==> src/hdl/wrp_pkg.sv <==
// Shared types, status codes and tag constants for the WAV RIFF header parser.
package wrp_pkg;

    typedef enum logic [3:0] {
        ST_OK        = 4'd0,
        ST_BAD_TAG   = 4'd1,
        ST_TRUNC     = 4'd2,
        ST_FMT_SHORT = 4'd3,
        ST_NOT_PCM   = 4'd4,
        ST_NOT_16BIT = 4'd5,
        ST_ZERO_CH   = 4'd6,
        ST_NO_FMT    = 4'd7,
        ST_NO_DATA   = 4'd8,
        ST_ODD_DATA  = 4'd9
    } status_t;

    typedef struct packed {
        logic [31:0] body_len;
        logic [31:0] body_start;
        logic [15:0] sample_bits;
        logic [31:0] rate_hz;
        logic [15:0] channels;
        status_t     status;
    } result_t;

    localparam int unsigned RESULT_W = $bits(result_t);
    localparam int unsigned TDATA_W  = ((RESULT_W + 7) / 8) * 8;

    localparam logic [31:0] TAG_FMT  = 32'h2074_6D66;
    localparam logic [31:0] TAG_DATA = 32'h6174_6164;
    localparam logic [15:0] FMT_PCM  = 16'd1;
    localparam logic [15:0] PCM_BITS = 16'd16;
    localparam logic [31:0] FMT_MIN  = 32'd16;
    localparam logic [31:0] POS_MAX  = 32'hFFFF_FFFF;

    function automatic logic [7:0] riff_byte(input logic [1:0] i);
        logic [7:0] r;
        unique case (i)
            2'd0: r = 8'h52;
            2'd1: r = 8'h49;
            2'd2: r = 8'h46;
            2'd3: r = 8'h46;
        endcase
        return r;
    endfunction

    function automatic logic [7:0] wave_byte(input logic [1:0] i);
        logic [7:0] r;
        unique case (i)
            2'd0: r = 8'h57;
            2'd1: r = 8'h41;
            2'd2: r = 8'h56;
            2'd3: r = 8'h45;
        endcase
        return r;
    endfunction

endpackage

==> src/hdl/wav_riff_header_parser_top.sv <==
// Top level of the WAV RIFF header parser: input stream, parse core, result register.
// The result is registered and appears on the master side in the cycle after the final byte transfer.
// Throughput: one byte per cycle; the parse state updates in the cycle of each transfer.
// A final byte is held off only while the previous result still waits in the result register.
// Reset (rst_n low, asynchronous) returns the parser to the RIFF header and drops any result.
module wav_riff_header_parser_top (
    input  logic                          clk,
    input  logic                          rst_n,
    input  logic                          s_tvalid,
    output logic                          s_tready,
    input  logic [7:0]                    s_tdata,  // [7:0] data_byte
    input  logic                          s_tlast,  // last_byte
    output logic                          m_tvalid,
    input  logic                          m_tready,
    output logic [wrp_pkg::TDATA_W-1:0]   m_tdata   // status, channels, rate_hz,
                                                    // sample_bits, body_start,
                                                    // body_len; zero fill on top
);

    logic             take;
    wrp_pkg::result_t result;
    wrp_pkg::result_t out_reg;
    logic             out_valid_reg;

    // non-final bytes never produce a result, so only a final byte waits on the output
    assign s_tready = !out_valid_reg || m_tready || !s_tlast;
    assign take     = s_tvalid && s_tready;

    wrp_core u_core (
        .clk       (clk),
        .rst_n     (rst_n),
        .take      (take),
        .data_byte (s_tdata),
        .last_byte (s_tlast),
        .result    (result)
    );

    always_ff @(posedge clk or negedge rst_n)
    begin
        if (!rst_n)
        begin
            out_valid_reg <= 1'b0;
        end
        else if (take && s_tlast)
        begin
            out_valid_reg <= 1'b1;
        end
        else if (m_tready)
        begin
            out_valid_reg <= 1'b0;
        end
    end

    always_ff @(posedge clk or negedge rst_n)
    begin
        if (!rst_n)
        begin
            out_reg <= '0;
        end
        else if (take && s_tlast)
        begin
            out_reg <= result;
        end
    end

    assign m_tvalid = out_valid_reg;
    assign m_tdata  = wrp_pkg::TDATA_W'(out_reg);

endmodule

==> src/hdl/wrp_core.sv <==
// Byte-wise RIFF/WAVE parse state and the status and fields for the final byte.
module wrp_core (
    input  logic             clk,
    input  logic             rst_n,
    input  logic             take,
    input  logic [7:0]       data_byte,
    input  logic             last_byte,
    output wrp_pkg::result_t result
);

    typedef enum logic [2:0] {
        PH_RIFF = 3'd0,
        PH_CHDR = 3'd1,
        PH_BODY = 3'd2,
        PH_PAD  = 3'd3,
        PH_DONE = 3'd4
    } phase_t;

    typedef enum logic [1:0] {
        KIND_OTHER = 2'd0,
        KIND_FMT   = 2'd1,
        KIND_DATA  = 2'd2
    } kind_t;

    phase_t           phase_reg, phase_next;
    kind_t            kind_reg, kind_next;
    wrp_pkg::status_t err_reg, err_next;
    logic [31:0] pos_reg, pos_next;
    logic [3:0]  idx_reg, idx_next;
    logic [31:0] tag_reg, tag_next;
    logic [31:0] size_reg, size_next;
    logic [31:0] remain_reg, remain_next;
    logic [15:0] fcode_reg, fcode_next;
    logic [15:0] stg_ch_reg, stg_ch_next;
    logic [31:0] stg_rate_reg, stg_rate_next;
    logic [15:0] stg_bits_reg, stg_bits_next;
    logic [31:0] stg_off_reg, stg_off_next;
    logic [15:0] cap_ch_reg, cap_ch_next;
    logic [31:0] cap_rate_reg, cap_rate_next;
    logic [15:0] cap_bits_reg, cap_bits_next;
    logic [31:0] cap_off_reg, cap_off_next;
    logic [31:0] cap_bytes_reg, cap_bytes_next;
    logic        fmt_seen_reg, fmt_seen_next;
    logic        data_seen_reg, data_seen_next;

    logic        fin;
    logic        mismatch;
    logic [31:0] body_off;
    wrp_pkg::status_t status;

    always_comb
    begin
        phase_next     = phase_reg;
        kind_next      = kind_reg;
        err_next       = err_reg;
        idx_next       = idx_reg;
        tag_next       = tag_reg;
        size_next      = size_reg;
        remain_next    = remain_reg;
        fcode_next     = fcode_reg;
        stg_ch_next    = stg_ch_reg;
        stg_rate_next  = stg_rate_reg;
        stg_bits_next  = stg_bits_reg;
        stg_off_next   = stg_off_reg;
        cap_ch_next    = cap_ch_reg;
        cap_rate_next  = cap_rate_reg;
        cap_bits_next  = cap_bits_reg;
        cap_off_next   = cap_off_reg;
        cap_bytes_next = cap_bytes_reg;
        fmt_seen_next  = fmt_seen_reg;
        data_seen_next = data_seen_reg;
        fin            = 1'b0;
        mismatch       = 1'b0;
        body_off       = size_reg - remain_reg;

        if (err_reg == wrp_pkg::ST_OK && pos_reg == wrp_pkg::POS_MAX)
        begin
            err_next   = wrp_pkg::ST_TRUNC;
            phase_next = PH_DONE;
        end
        else if (err_reg == wrp_pkg::ST_OK)
        begin
            unique case (phase_reg)
                PH_RIFF:
                begin
                    mismatch = (idx_reg < 4'd4 && data_byte != wrp_pkg::riff_byte(idx_reg[1:0]))
                            || (idx_reg >= 4'd8 && idx_reg < 4'd12
                                && data_byte != wrp_pkg::wave_byte(idx_reg[1:0]));
                    if (mismatch)
                    begin
                        err_next   = wrp_pkg::ST_BAD_TAG;
                        phase_next = PH_DONE;
                    end
                    else if (idx_reg == 4'd11)
                    begin
                        idx_next   = 4'd0;
                        phase_next = PH_CHDR;
                    end
                    else
                    begin
                        idx_next = idx_reg + 4'd1;
                    end
                end
                PH_CHDR:
                begin
                    // id then size, both little-endian: shift in from the top
                    if (idx_reg < 4'd4)
                        tag_next = {data_byte, tag_reg[31:8]};
                    else
                        size_next = {data_byte, size_reg[31:8]};
                    if (idx_reg == 4'd7)
                    begin
                        idx_next = 4'd0;
                        if (tag_reg == wrp_pkg::TAG_FMT)
                            kind_next = KIND_FMT;
                        else if (tag_reg == wrp_pkg::TAG_DATA)
                            kind_next = KIND_DATA;
                        else
                            kind_next = KIND_OTHER;
                        stg_off_next = pos_reg + 32'd1;
                        remain_next  = size_next;
                        phase_next   = PH_BODY;
                        fin          = (size_next == 32'd0);
                    end
                    else
                    begin
                        idx_next = idx_reg + 4'd1;
                    end
                end
                PH_BODY:
                begin
                    if (kind_reg == KIND_FMT)
                    begin
                        unique case (body_off)
                            32'd0:   fcode_next[7:0]      = data_byte;
                            32'd1:   fcode_next[15:8]     = data_byte;
                            32'd2:   stg_ch_next[7:0]     = data_byte;
                            32'd3:   stg_ch_next[15:8]    = data_byte;
                            32'd4:   stg_rate_next[7:0]   = data_byte;
                            32'd5:   stg_rate_next[15:8]  = data_byte;
                            32'd6:   stg_rate_next[23:16] = data_byte;
                            32'd7:   stg_rate_next[31:24] = data_byte;
                            32'd14:  stg_bits_next[7:0]   = data_byte;
                            32'd15:  stg_bits_next[15:8]  = data_byte;
                            default: ;
                        endcase
                    end
                    remain_next = remain_reg - 32'd1;
                    fin         = (remain_reg == 32'd1);
                end
                PH_PAD:
                begin
                    phase_next = PH_CHDR;
                end
                PH_DONE:
                begin
                end
                default:
                begin
                end
            endcase

            // body complete: take over fields and run the chunk checks
            if (fin)
            begin
                if (kind_next == KIND_FMT)
                begin
                    if (size_next < wrp_pkg::FMT_MIN)
                    begin
                        err_next = wrp_pkg::ST_FMT_SHORT;
                    end
                    else
                    begin
                        cap_ch_next   = stg_ch_next;
                        cap_rate_next = stg_rate_next;
                        cap_bits_next = stg_bits_next;
                        if (fcode_next != wrp_pkg::FMT_PCM)
                            err_next = wrp_pkg::ST_NOT_PCM;
                        else if (stg_bits_next != wrp_pkg::PCM_BITS)
                            err_next = wrp_pkg::ST_NOT_16BIT;
                        else if (stg_ch_next == 16'd0)
                            err_next = wrp_pkg::ST_ZERO_CH;
                        else
                            fmt_seen_next = 1'b1;
                    end
                end
                else if (kind_next == KIND_DATA)
                begin
                    cap_off_next   = stg_off_next;
                    cap_bytes_next = size_next;
                    data_seen_next = 1'b1;
                end
                if (err_next != wrp_pkg::ST_OK)
                    phase_next = PH_DONE;
                else if (size_next[0])
                    phase_next = PH_PAD;
                else
                    phase_next = PH_CHDR;
            end
        end

        pos_next = (pos_reg == wrp_pkg::POS_MAX) ? pos_reg : pos_reg + 32'd1;

        if (err_next != wrp_pkg::ST_OK)
            status = err_next;
        else if (phase_next == PH_RIFF || phase_next == PH_BODY)
            status = wrp_pkg::ST_TRUNC;
        else if (!fmt_seen_next)
            status = wrp_pkg::ST_NO_FMT;
        else if (!data_seen_next)
            status = wrp_pkg::ST_NO_DATA;
        else if (cap_bytes_next[0])
            status = wrp_pkg::ST_ODD_DATA;
        else
            status = wrp_pkg::ST_OK;

        result.status      = status;
        result.channels    = cap_ch_next;
        result.rate_hz     = cap_rate_next;
        result.sample_bits = cap_bits_next;
        result.body_start  = cap_off_next;
        result.body_len    = cap_bytes_next;
    end

    always_ff @(posedge clk or negedge rst_n)
    begin
        if (!rst_n)
        begin
            phase_reg     <= PH_RIFF;
            kind_reg      <= KIND_OTHER;
            err_reg       <= wrp_pkg::ST_OK;
            pos_reg       <= '0;
            idx_reg       <= '0;
            tag_reg       <= '0;
            size_reg      <= '0;
            remain_reg    <= '0;
            fcode_reg     <= '0;
            stg_ch_reg    <= '0;
            stg_rate_reg  <= '0;
            stg_bits_reg  <= '0;
            stg_off_reg   <= '0;
            cap_ch_reg    <= '0;
            cap_rate_reg  <= '0;
            cap_bits_reg  <= '0;
            cap_off_reg   <= '0;
            cap_bytes_reg <= '0;
            fmt_seen_reg  <= 1'b0;
            data_seen_reg <= 1'b0;
        end
        else if (take && last_byte)
        begin
            // final byte: start over at the RIFF header
            phase_reg     <= PH_RIFF;
            kind_reg      <= KIND_OTHER;
            err_reg       <= wrp_pkg::ST_OK;
            pos_reg       <= '0;
            idx_reg       <= '0;
            tag_reg       <= '0;
            size_reg      <= '0;
            remain_reg    <= '0;
            fcode_reg     <= '0;
            stg_ch_reg    <= '0;
            stg_rate_reg  <= '0;
            stg_bits_reg  <= '0;
            stg_off_reg   <= '0;
            cap_ch_reg    <= '0;
            cap_rate_reg  <= '0;
            cap_bits_reg  <= '0;
            cap_off_reg   <= '0;
            cap_bytes_reg <= '0;
            fmt_seen_reg  <= 1'b0;
            data_seen_reg <= 1'b0;
        end
        else if (take)
        begin
            phase_reg     <= phase_next;
            kind_reg      <= kind_next;
            err_reg       <= err_next;
            pos_reg       <= pos_next;
            idx_reg       <= idx_next;
            tag_reg       <= tag_next;
            size_reg      <= size_next;
            remain_reg    <= remain_next;
            fcode_reg     <= fcode_next;
            stg_ch_reg    <= stg_ch_next;
            stg_rate_reg  <= stg_rate_next;
            stg_bits_reg  <= stg_bits_next;
            stg_off_reg   <= stg_off_next;
            cap_ch_reg    <= cap_ch_next;
            cap_rate_reg  <= cap_rate_next;
            cap_bits_reg  <= cap_bits_next;
            cap_off_reg   <= cap_off_next;
            cap_bytes_reg <= cap_bytes_next;
            fmt_seen_reg  <= fmt_seen_next;
            data_seen_reg <= data_seen_next;
        end
    end

endmodule

==> config.mk <==
export PLATFORM = sky130hd
export DESIGN_NAME = wav_riff_header_parser_top
export DESIGN_NICKNAME = d
export VERILOG_FILES = /design/src/hdl/wrp_pkg.sv /design/src/hdl/wav_riff_header_parser_top.sv /design/src/hdl/wrp_core.sv
export SDC_FILE = /design/constraint.sdc
export NUM_CORES = 1
export LEC_CHECK = 0
export ABC_CLOCK_PERIOD_IN_PS = 13000
export BUFFER_PORTS_ARGS = -buffer_cell sky130_fd_sc_hd__buf_2
export CELL_PAD_IN_SITES_DETAIL_PLACEMENT = 1
export CELL_PAD_IN_SITES_GLOBAL_PLACEMENT = 1
export CORE_ASPECT_RATIO = 0.7
export CORE_MARGIN = 1
export CORE_UTILIZATION = 49
export DETAILED_ROUTE_END_ITERATION = 7
export PLACE_DENSITY = 0.92
export SYNTH_ARGS = -nofsm -noshare
export SYNTH_HDL_FRONTEND = slang
export SYNTH_SLANG_ARGS = --single-unit
==> constraint.sdc <==
create_clock -name clk -period 13 [get_ports clk]
set_input_delay 0.65 -clock clk [delete_from_list [all_inputs] [get_ports clk]]
set_output_delay 0.65 -clock clk [all_outputs]
set_load 0.05 [all_outputs]
Word-level counts from Yosys, hierarchy flattened
Cells that the tools add are included.

Register bits after elaboration: 516. Input port bits: 13. Output and inout bits: 138. Word-level logic and storage cells: 289.

Add/sub/neg operators: 4. Magnitude comparators: 4. Equal/unequal tests: 33. Multiplexer cells: 187. Reduce and logical (&&, ||, !) cells: 34.

Operators with widths (count): $mux W32 (58); $mux W16 (38); $eq A32 B3 Y1 const B (4); $mux W8 (16); $mux W4 (27); $eq A32 B1 Y1 const B (2); $eq A32 B2 Y1 const B (2); $eq A32 B4 Y1 const B (2); $logic_not A32 Y1 (2); $pmux W32 S2 (1); $add A32 B1 Y32 const B (1); $eq A32 B30 Y1 const B (1); $eq A32 B31 Y1 const B (1); $eq A32 B32 Y1 const B (1); $lt A32 B5 Y1 const B (1); $pmux W8 S4 (1); $sub A32 B1 Y32 const B (1); $sub A32 B32 Y32 (1); $mux W3 (9); $pmux W8 S3 (1); $mux W1 (22); $mux W2 (11); $logic_not A16 Y1 (1); $ne A16 B1 Y1 const B (1); 31 further kinds (57).

Longest topological paths before layout
Gate-level depths: netlist of run 1.

Depth after elaboration: 28. Depth in mapped cells: 21. Gate-level depth less buffers: 19.

Cells and area by module
From an unflattened synthesis of run 1, not the netlist that was laid out.

Cell total of the unflattened synthesis: 2960. Area total of the unflattened synthesis: 27855.5 um^2.

By module, submodules not included: wrp_core (times used 1, cells an instance 2670, area an instance 22835.7 um^2, sequential area each 9584.2 um^2); wav_riff_header_parser_top (times used 1, cells an instance 290, area an instance 5019.8 um^2, sequential area each 3328.2 um^2).

Worst setup path before layout of run 1
OpenSTA, ideal clock, no wires.

Kind: register -> register. Start: register u_core.remain_reg[0]. End: register out_reg, in the netlist m_tdata[3]. Setup time: 82 ps. Arrival time: 4918 ps. Required time: 12918 ps. Slack: 7999 ps. Stages on the path, launching flop included: 18. Path through: dfrtp_1 > ha_1 > fa_1 > nor2b_1 > o31a_2 > o21ai_2 > a2111o_1 > a311o_1 > nor4_1 > nand4_2 > nor4_4 > mux2_4 > nor4bb_2 > a31o_1 > and4_4 > nand3_2 > a21o_1 > o22ai_1.

Cells in the longest elaborated chain, start to end: 25. Elaborated cells between the ends (all ways): 71. Classes of those cells: 1 x add/sub; 9 x eq/ne; 55 x mux; 6 x reduce/logical.

Ends and longest elaborated chain: from (decl) (RTL line wrp_core.sv:32) `logic [31:0] remain_reg, remain_next;`; from (signal assigned) (RTL line wrp_core.sv:283) `remain_reg <= remain_next;`; $sub A32 B32 Y32 (RTL line wrp_core.sv:74) `body_off = size_reg - remain_reg;`; $eq A32 B2 Y1 (RTL line wrp_core.sv:134) `unique case (body_off)`; $mux W8 (RTL line wrp_core.sv:134); $mux W16 (RTL line wrp_core.sv:132) `if (kind_reg == KIND_FMT)`; $mux W16 (RTL line wrp_core.sv:83) `unique case (phase_reg)`; $mux W16 (RTL line wrp_core.sv:81) `else if (err_reg == wrp_pkg::ST_OK)`; $mux W16 (RTL line wrp_core.sv:76) `if (err_reg == wrp_pkg::ST_OK && pos_reg == wrp_pkg::POS_MAX)`; $logic_not A16 Y1 (RTL line wrp_core.sv:181) `else if (stg_ch_next == 16'd0)`; [9 not listed]; $mux W3 (RTL line wrp_core.sv:193) `if (err_next != wrp_pkg::ST_OK)`; $mux W3 (RTL line wrp_core.sv:164) `if (fin)`; $mux W3 (RTL line wrp_core.sv:81); $mux W3 (RTL line wrp_core.sv:76); $eq A3 B2 Y1 or $logic_not A3 Y1 (tied branches) (RTL line wrp_core.sv:206) `else if (phase_next == PH_RIFF || phase_next == PH_BODY)`; $logic_or A1 B1 Y1 (RTL line wrp_core.sv:206); $mux W4 (RTL line wrp_core.sv:206); $mux W4 (*) (RTL line wrp_core.sv:204) `if (err_next != wrp_pkg::ST_OK)`; to (signal assigned) (RTL line wav_riff_header_parser_top.sv:62) `out_reg <= result;`; to (decl) (RTL line wav_riff_header_parser_top.sv:22) `wrp_pkg::result_t out_reg;`.

Every way passes the cells marked *; elsewhere a longest branch is shown, timed or not. The select of a mux whose other input is x is not followed. A chain may end at the register's enable or synchronous reset.

Worst setup path after layout of run 1
Start: register u_core.remain_reg[12]. End: register out_reg, in the netlist m_tdata[2].

Same word-level chain as after synthesis.

==> results.tsv, run 1 <==
stage	metric	value	unit
outcome	outcome	completed	
worst_hold_path	hp-class	in -> async	
yosys	synthArstFlopShare	100.0	%
route	avgViaCountPerCell	6.611	
finish	area_growth	11.61	%
cts	post_cts_resized	0	
floorplanning	die-width	282.5	um
sta	finalSetupViolations	0	
route	drt-total-wl	101.2	mm
cts	clkTransAtPathRegs	70	ps
critical_path	end_kind	register	
power	powerDensity	127.8	mW/mm2
yosys	synth_edf_count	0	
yosys	synth_top_area_share	47.86	%
power	p_leak	13.71	nW
floorplanning	core_area	0.05401	mm2
critical_path	crit_slowest_cell	nor4_4	
power	power	0.003847	W
yosys	netlist_top_cells_count	527 x nand2_1, 516 x dfrtp_1, 395 x o21ai_0, 257 x nor2_1, 230 x a21oi_1	
global_routing	grt_pass1_vias	26301	
route	vias	25454	
critical_path	startpoint_type	register	
cts	cts_buffers	51	
finish	largest_reg_flops	132	
floorplanning	num_rows	71	
critical_path	worstPathMaxFanout	9	
sta	skew	39.58	ps
yosys	netlist_area	0.02698	mm2
cts	clockBufferDepth	3	
critical_path	path_delay_family	simple AND/OR/NAND/NOR gates	
critical_path	crit_chain	inv_1 > ha_1 > nand4_1 > o21bai_1 > nor3_1 > nor4_1 > o221ai_1 > nor4_1 > nand4_2 > nor4_4 > mux2_4 > nor3b_1 > and3b_1 > a2bb2oi_1 > nor3_1 > nor3_1 > o22ai_1	
yosys	yosys_warnings	0	
yosys	yosys_register_bits	516	
cts	cts_root_buffer	clkbuf_16	
yosys	yosysMostFrequentCell	nand2_1	
route	drt_iter0_drc	2531	
placement	dp.cells	3755	
yosys	synthFlopType	dfrtp_1	
floorplanning	dieArea	0.05602	mm2
finish	stdcell_count	3850	
global_routing	grt_usage	36.22	%
global_routing	overflow	0	
critical_path	path_class	reg -> reg	
critical_path	r2r_cells	17	
critical_path	crit-reg2reg-launch	u_core.remain_reg[12]$_DFFE_PN0P_	
sta	relSlewSlack	4.807	%
finish	layout.core_utilization	55.75	%
sta	fin_crit_sh	48.89	%
route	drt_first_pass_iters	5	
route	ant_nets	0	
power	peakVddDrop	0.0001246	V
yosys	synthCells	3043	
cts	cts_setup_buffers	0	
critical_path	crit_arrival	6840	ps
yosys	synth_top_area_cell	dfrtp_1	
floorplanning	initial_utilization	49.95	%
critical_path	path_buf_inv	1	
sta	finalCriticalPeriod	6356	ps
yosys	synth_area_per_cell	8.867	um2
job	maxCapViolations	0	
sta	finalHoldViolCount	0	
yosys	synth_area_leaders	dfrtp_1 48%, nand2_1 7.3%, o21ai_0 7.3%	
cts	clk_latency	640	ps
global_routing	antenna_found_initial	1	
sta	fmax	157.3	MHz
finish	stdcell_area	0.03011	mm2
sta	grt_setup_unrepaired	false	
sta	worstMarginPinSlew	1426	ps
critical_path	cp.required	13480	ps
critical_path	rrSetupSlack	6640	ps
finish	fillers	6278	
cts	cts_tree	built	
finish	final_nets	3131	
cts	cts_max_level	2	
cts	postCtsHoldBufs	0	
floorplanning	pin_count	151	
placement	routabilityCongestion	1.037	
global_routing	grt_pass1_wl	156.8	mm
floorplanning	fp.dieH	198.3	um
global_routing	grt_max_degree	182	
yosys	synth_seq_area_share	47.86	%
cts	cts_sinks	516	
finish	layout-drive-gt1-share	11.09	%
critical_path	max_stage_delay	890	ps
placement	dp_hpwl	66.18	mm
critical_path	reg2reg_to	m_tdata[2]$_DFFE_PN0P_	
placement	portBuffers	146	
sta	maxSlewViolCount	0	
yosys	ys_types	96	
critical_path	cpMostUsedCell	nor3_1	
placement	dpl-instance-area	0.02823	mm2
route	routedWlPerCell	26.29	um
route	drc_errors	0	
sta	setup_tns	0	ps
-- layer usage --
layer  track usage, %  routed length (um)  up-vias
li1                 -                   -    10937
met4            14.43                3794        0
met2            56.11               46230     1225
met3            7.705                8646      282
met5                0                   0        -
met1            49.50               42530    13010
-- placed cells by master, fill, tap and decap left out, drive strengths merged, types with 26 or more instances in the layout --
master / instances
nor3: 51
buf: 185
a21oi: 231
nor4: 31
nand3: 52
nor2: 258
inv: 51
clkbuf: 66
a22o: 157
dfrtp: 516
nand2: 527
ha: 39
and3: 33
nand4: 35
o21ai: 406
mux2i: 94
xnor2: 27
a31oi: 26
-- cells by family after synthesis --
family	Yosys count	synth area share, %
AOI/OAI and AO/OA	974	22.31
xor gates and xnor gates	42	1.363
adders and majority gates	40	1.883
buffers and inverters	251	3.612
DFF	516	47.86
muxes	118	4.503
other	1	0.01390
and+or+nand+nor	1101	18.45
-- metrics by stage --
step	worst slack [ps]	hold slack (ps)
2_1_floorplan	7999	354.4
3_3_place_gp	7146	453.7
3_5_place_dp	6903	467.1
4_1_cts	6917	170.1
5_1_grt	6432	204.3
6_report	6644	136.1
-- power breakdown --
part           switching [W]  internal [W]
sequential         0.0000327       0.00163
clock               0.000711      0.000997
combinational       0.000370      0.000109
-- worst max path at each step --
stage / from / cells past startpoint / end / slack, ps
finish: u_core.remain_reg[12]$_DFFE_PN0P_ / 17 / m_tdata[2]$_DFFE_PN0P_ / 6640
floorplan: u_core.remain_reg[0]$_DFFE_PN0P_ / 17 / m_tdata[3]$_DFFE_PN0P_ / 8000
CTS: u_core.remain_reg[7]$_DFFE_PN0P_ / 18 / m_tdata[3]$_DFFE_PN0P_ / 6920
global route: u_core.remain_reg[12]$_DFFE_PN0P_ / 17 / m_tdata[2]$_DFFE_PN0P_ / 6430
global placement: u_core.remain_reg[0]$_DFFE_PN0P_ / 17 / m_tdata[3]$_DFFE_PN0P_ / 7150
detailed placement: u_core.remain_reg[7]$_DFFE_PN0P_ / 18 / m_tdata[0]$_DFFE_PN0P_ / 6900
-- layout make-up --
type / count / area [um2] / share of cell area (%)
Antenna cell: 1 / 2.502 / 0.008310
Tap cell: 730 / 913.4 / 3.033
Timing Repair Buffer: 185 / 1046 / 3.474
Clock inverter: 28 / 454.2 / 1.508
Multi-Input combinational cell: 2279 / 13190 / 43.81
Inverter: 45 / 168.9 / 0.5609
Clock buffer: 66 / 1423 / 4.724
Sequential cell: 516 / 12910 / 42.88
Note: power is estimated with default switching activity, not from simulation.
==> inputs of run 2 (changes only) <==
--- a/config.mk
+++ b/config.mk
@@ -5,15 +5,15 @@
 export SDC_FILE = /design/constraint.sdc
 export NUM_CORES = 1
 export LEC_CHECK = 0
-export ABC_CLOCK_PERIOD_IN_PS = 13000
+export ABC_CLOCK_PERIOD_IN_PS = 6000
 export BUFFER_PORTS_ARGS = -buffer_cell sky130_fd_sc_hd__buf_2
 export CELL_PAD_IN_SITES_DETAIL_PLACEMENT = 1
 export CELL_PAD_IN_SITES_GLOBAL_PLACEMENT = 1
 export CORE_ASPECT_RATIO = 0.7
 export CORE_MARGIN = 1
-export CORE_UTILIZATION = 49
+export CORE_UTILIZATION = 48
 export DETAILED_ROUTE_END_ITERATION = 7
-export PLACE_DENSITY = 0.92
+export PLACE_DENSITY = 0.91
 export SYNTH_ARGS = -nofsm -noshare
 export SYNTH_HDL_FRONTEND = slang
 export SYNTH_SLANG_ARGS = --single-unit
==> constraint.sdc (replaced) <==
create_clock -name clk -period 6 [get_ports clk]
set_input_delay 0.3 -clock clk [delete_from_list [all_inputs] [get_ports clk]]
set_output_delay 0.3 -clock clk [all_outputs]
set_load 0.05 [all_outputs]
==> results.tsv, run 2 (synthesis results as in run 1) <==
stage	metric	value	unit	change
finish	area_growth	12.61	%	was 11.61%
critical_path	crit_slowest_cell	dfrtp_1		was nor4_4
route	ant_nets	0		unchanged
floorplanning	fp.dieH	200.4	um	was 198.3 um
critical_path	cp.required	6500	ps	was 13480 ps
sta	relSlewSlack	16.87	%	was 4.807%
sta	maxSlewViolCount	0		unchanged
global_routing	grt_max_degree	152		was 182
critical_path	max_stage_delay	510	ps	was 890 ps
cts	cts_tree	built		unchanged
power	power_frac_seq	44.0	%	was 43.1%
finish	largest_reg_flops	132		unchanged
floorplanning	dieArea	0.05718	mm2	was 0.05602 mm2
finish	fillers	6355		was 6278
sta	finalSetupViolations	0		unchanged
route	drt_iter0_drc	2753		was 2531
cts	cts_sinks	516		unchanged
sta	worstMarginPinSlew	1237	ps	was 1426 ps
power	power_switching	0.002385	W	was 0.001114 W
power	p_int	0.005802	W	was 0.002733 W
power	peakVddDrop	0.0002841	V	was 0.0001246 V
global_routing	grt_usage	35.80	%	was 36.22%
power	p_sw_share	29.13	%	was 28.95%
global_routing	grt_pass1_vias	26845		was 26301
sta	fin_crit_sh	95.81	%	was 48.89%
critical_path	rrSetupSlack	250	ps	was 6640 ps
sta	finalHoldViolCount	0		unchanged
critical_path	r2r_cells	16		was 17
sta	skew	29.45	ps	was 39.58 ps
critical_path	crit-reg2reg-launch	u_core.size_reg[12]$_DFFE_PN0P_		was u_core.remain_reg[12]$_DFFE_PN0P_
floorplanning	pin_count	151		unchanged
job	maxCapViolations	0		unchanged
finish	final_common_cell	nand2_1		unchanged
power	power	0.008188	W	was 0.003847 W
finish	layout-drive-gt1-share	11.77	%	was 11.09%
floorplanning	num_rows	72		was 71
power	clock_power_share	43.3	%	was 44.4%
outcome	outcome	completed		unchanged
floorplanning	die-width	285.4	um	was 282.5 um
route	drc_errors	0		unchanged
critical_path	path_buf_inv	0		was 1
cts	cts_root_buffer	clkbuf_16		unchanged
critical_path	path_delay_family	simple AND/OR/NAND/NOR gates		unchanged
power	p_leak	13.86	nW	was 13.71 nW
route	avgViaCountPerCell	6.581		was 6.611
sta	grt_setup_unrepaired	false		unchanged
finish	final_nets	3164		was 3131
worst_hold_path	hp-class	in -> async		unchanged
placement	portBuffers	146		unchanged
critical_path	worstPathMaxFanout	9		unchanged
cts	clockBufferDepth	3		unchanged
route	vias	25632		was 25454
cts	clkTransAtPathRegs	70	ps	about the same
floorplanning	initial_utilization	48.70	%	was 49.95%
global_routing	grt_pass1_wl	160.4	mm	was 156.8 mm
placement	dp_hpwl	68.15	mm	was 66.18 mm
cts	cts_max_level	2		unchanged
finish	seq_area	0.01291	mm2	unchanged
floorplanning	core_area	0.05540	mm2	was 0.05401 mm2
route	routedWlPerCell	26.47	um	was 26.29 um
critical_path	crit_chain	ha_1 > nand4_1 > a211oi_4 > o21ai_2 > or4_4 > a311oi_2 > o2111ai_2 > or2_1 > nor4_4 > mux2_4 > nor3b_1 > and3b_1 > a2bb2oi_1 > nor3_1 > nor3_1 > o22ai_1		was inv_1 > ha_1 > nand4_1 > o21bai_1 > nor3_1 > nor4_1 > o221ai_1 > nor4_1 > nand4_2 > nor4_4 > mux2_4 > nor3b_1 > and3b_1 > a2bb2oi_1 > nor3_1 > nor3_1 > o22ai_1
finish	final_cell_mix	525 x nand2_1, 516 x dfrtp_1, 395 x o21ai_0		unchanged
route	drt_first_pass_iters	7		was 5
critical_path	startpoint_type	register		unchanged
power	powerDensity	269.5	mW/mm2	was 127.8 mW/mm2
finish	multi_input_area	0.01323	mm2	was 0.01319 mm2
cts	cts_buffers	51		unchanged
route	drt-total-wl	103.1	mm	was 101.2 mm
sta	fmax	174.0	MHz	was 157.3 MHz
global_routing	overflow	0		unchanged
sta	setup_tns	0	ps	unchanged
cts	clk_latency	630	ps	was 640 ps
critical_path	end_kind	register		unchanged
critical_path	path_class	reg -> reg		unchanged
placement	routabilityCongestion	0.9804		was 1.037
critical_path	reg2reg_to	m_tdata[2]$_DFFE_PN0P_		unchanged
sta	finalCriticalPeriod	5749	ps	was 6356 ps
global_routing	antenna_found_initial	1		unchanged
critical_path	crit_arrival	6250	ps	was 6840 ps
critical_path	cpMostUsedCell	nor3_1		unchanged
finish	layout.core_utilization	54.84	%	was 55.75%
power	comb_power_share	12.7	%	was 12.5%
run 2: changes by cell type in the layout (fill, tap and decap cells not counted), sizes merged:
cell         change
diode            +1
bufinv           -4
clkbuf           +9
dlygate4sd3      +2
clkinv           -1
clkinvlp         +1
buf             +31
inv              -4
run 2: per-layer routing:
| layer | vias to the layer above | part of all wire [%] | wire [um] | global-route usage [%] |
|---|---|---|---|---|
| li1 | 10987 | - | - | - |
| met1 | 13195 | 43 | 44500 | 50.76 |
| met2 | 1200 | 45 | 46120 | 54.26 |
| met3 | 250 | 9.1 | 9364 | 7.927 |
| met4 | 0 | 3.0 | 3121 | 12.09 |
| met5 | - | 0 | 0 | 0 |
run 2: final cells by class:
type	count	area share [%]
antenna	2	0.01647
clock buffer	75	4.900
clock inverter	20	1.005
inverter	45	0.5559
multi-input combinational	2279	43.54
sequential	516	42.50
tap	740	3.047
timing repair buffer	218	4.439
run 2: repair_timing:
item                                    CTS  global route
hold buffers                              2             0
endpoints found under the setup margin    0             5
hold endpoints to repair                123             0
gates resized for setup                   0             5
setup buffers                             0             2
run 2: power groups by stage:
stage | Sequential, W | Clock (W) | Combinational (W)
finish | 0.00360 | 0.00355 | 0.00104
floorplan | 0.00372 | 0 | 0.000540
global route | 0.00360 | 0.00367 | 0.00110
global placement | 0.00365 | 0 | 0.000967
detailed placement | 0.00366 | 0 | 0.000997
CTS | 0.00359 | 0.00356 | 0.00101
run 2: how the worst max path moves through the flow:
stage                                                start                endpoint  slack [ps]  depth (start not counted)
after floorplan           u_core.remain_reg[0]$_DFFE_PN0P_  m_tdata[3]$_DFFE_PN0P_        1000                         17
after global placement    u_core.remain_reg[7]$_DFFE_PN0P_  m_tdata[0]$_DFFE_PN0P_         620                         18
after detailed placement  u_core.remain_reg[0]$_DFFE_PN0P_  m_tdata[2]$_DFFE_PN0P_         340                         18
after CTS                 u_core.remain_reg[0]$_DFFE_PN0P_  m_tdata[0]$_DFFE_PN0P_         340                         18
after global routing        u_core.size_reg[0]$_DFFE_PN0P_  m_tdata[0]$_DFFE_PN0P_          90                         19
final                      u_core.size_reg[12]$_DFFE_PN0P_  m_tdata[2]$_DFFE_PN0P_         250                         16
run 2: stage by stage:
stage                     instances  hold WS [ps]  setup WS [ps]  area [um2]
after floorplan                3046         4.409          999.2       26990
after global placement         3794         454.1          615.7       28510
after detailed placement       3794         464.9          337.6       28510
after CTS                      3891         255.6          335.2       30330
after global routing           3893         308.6          88.31       30380
final                          3895         302.0          251.3       30380
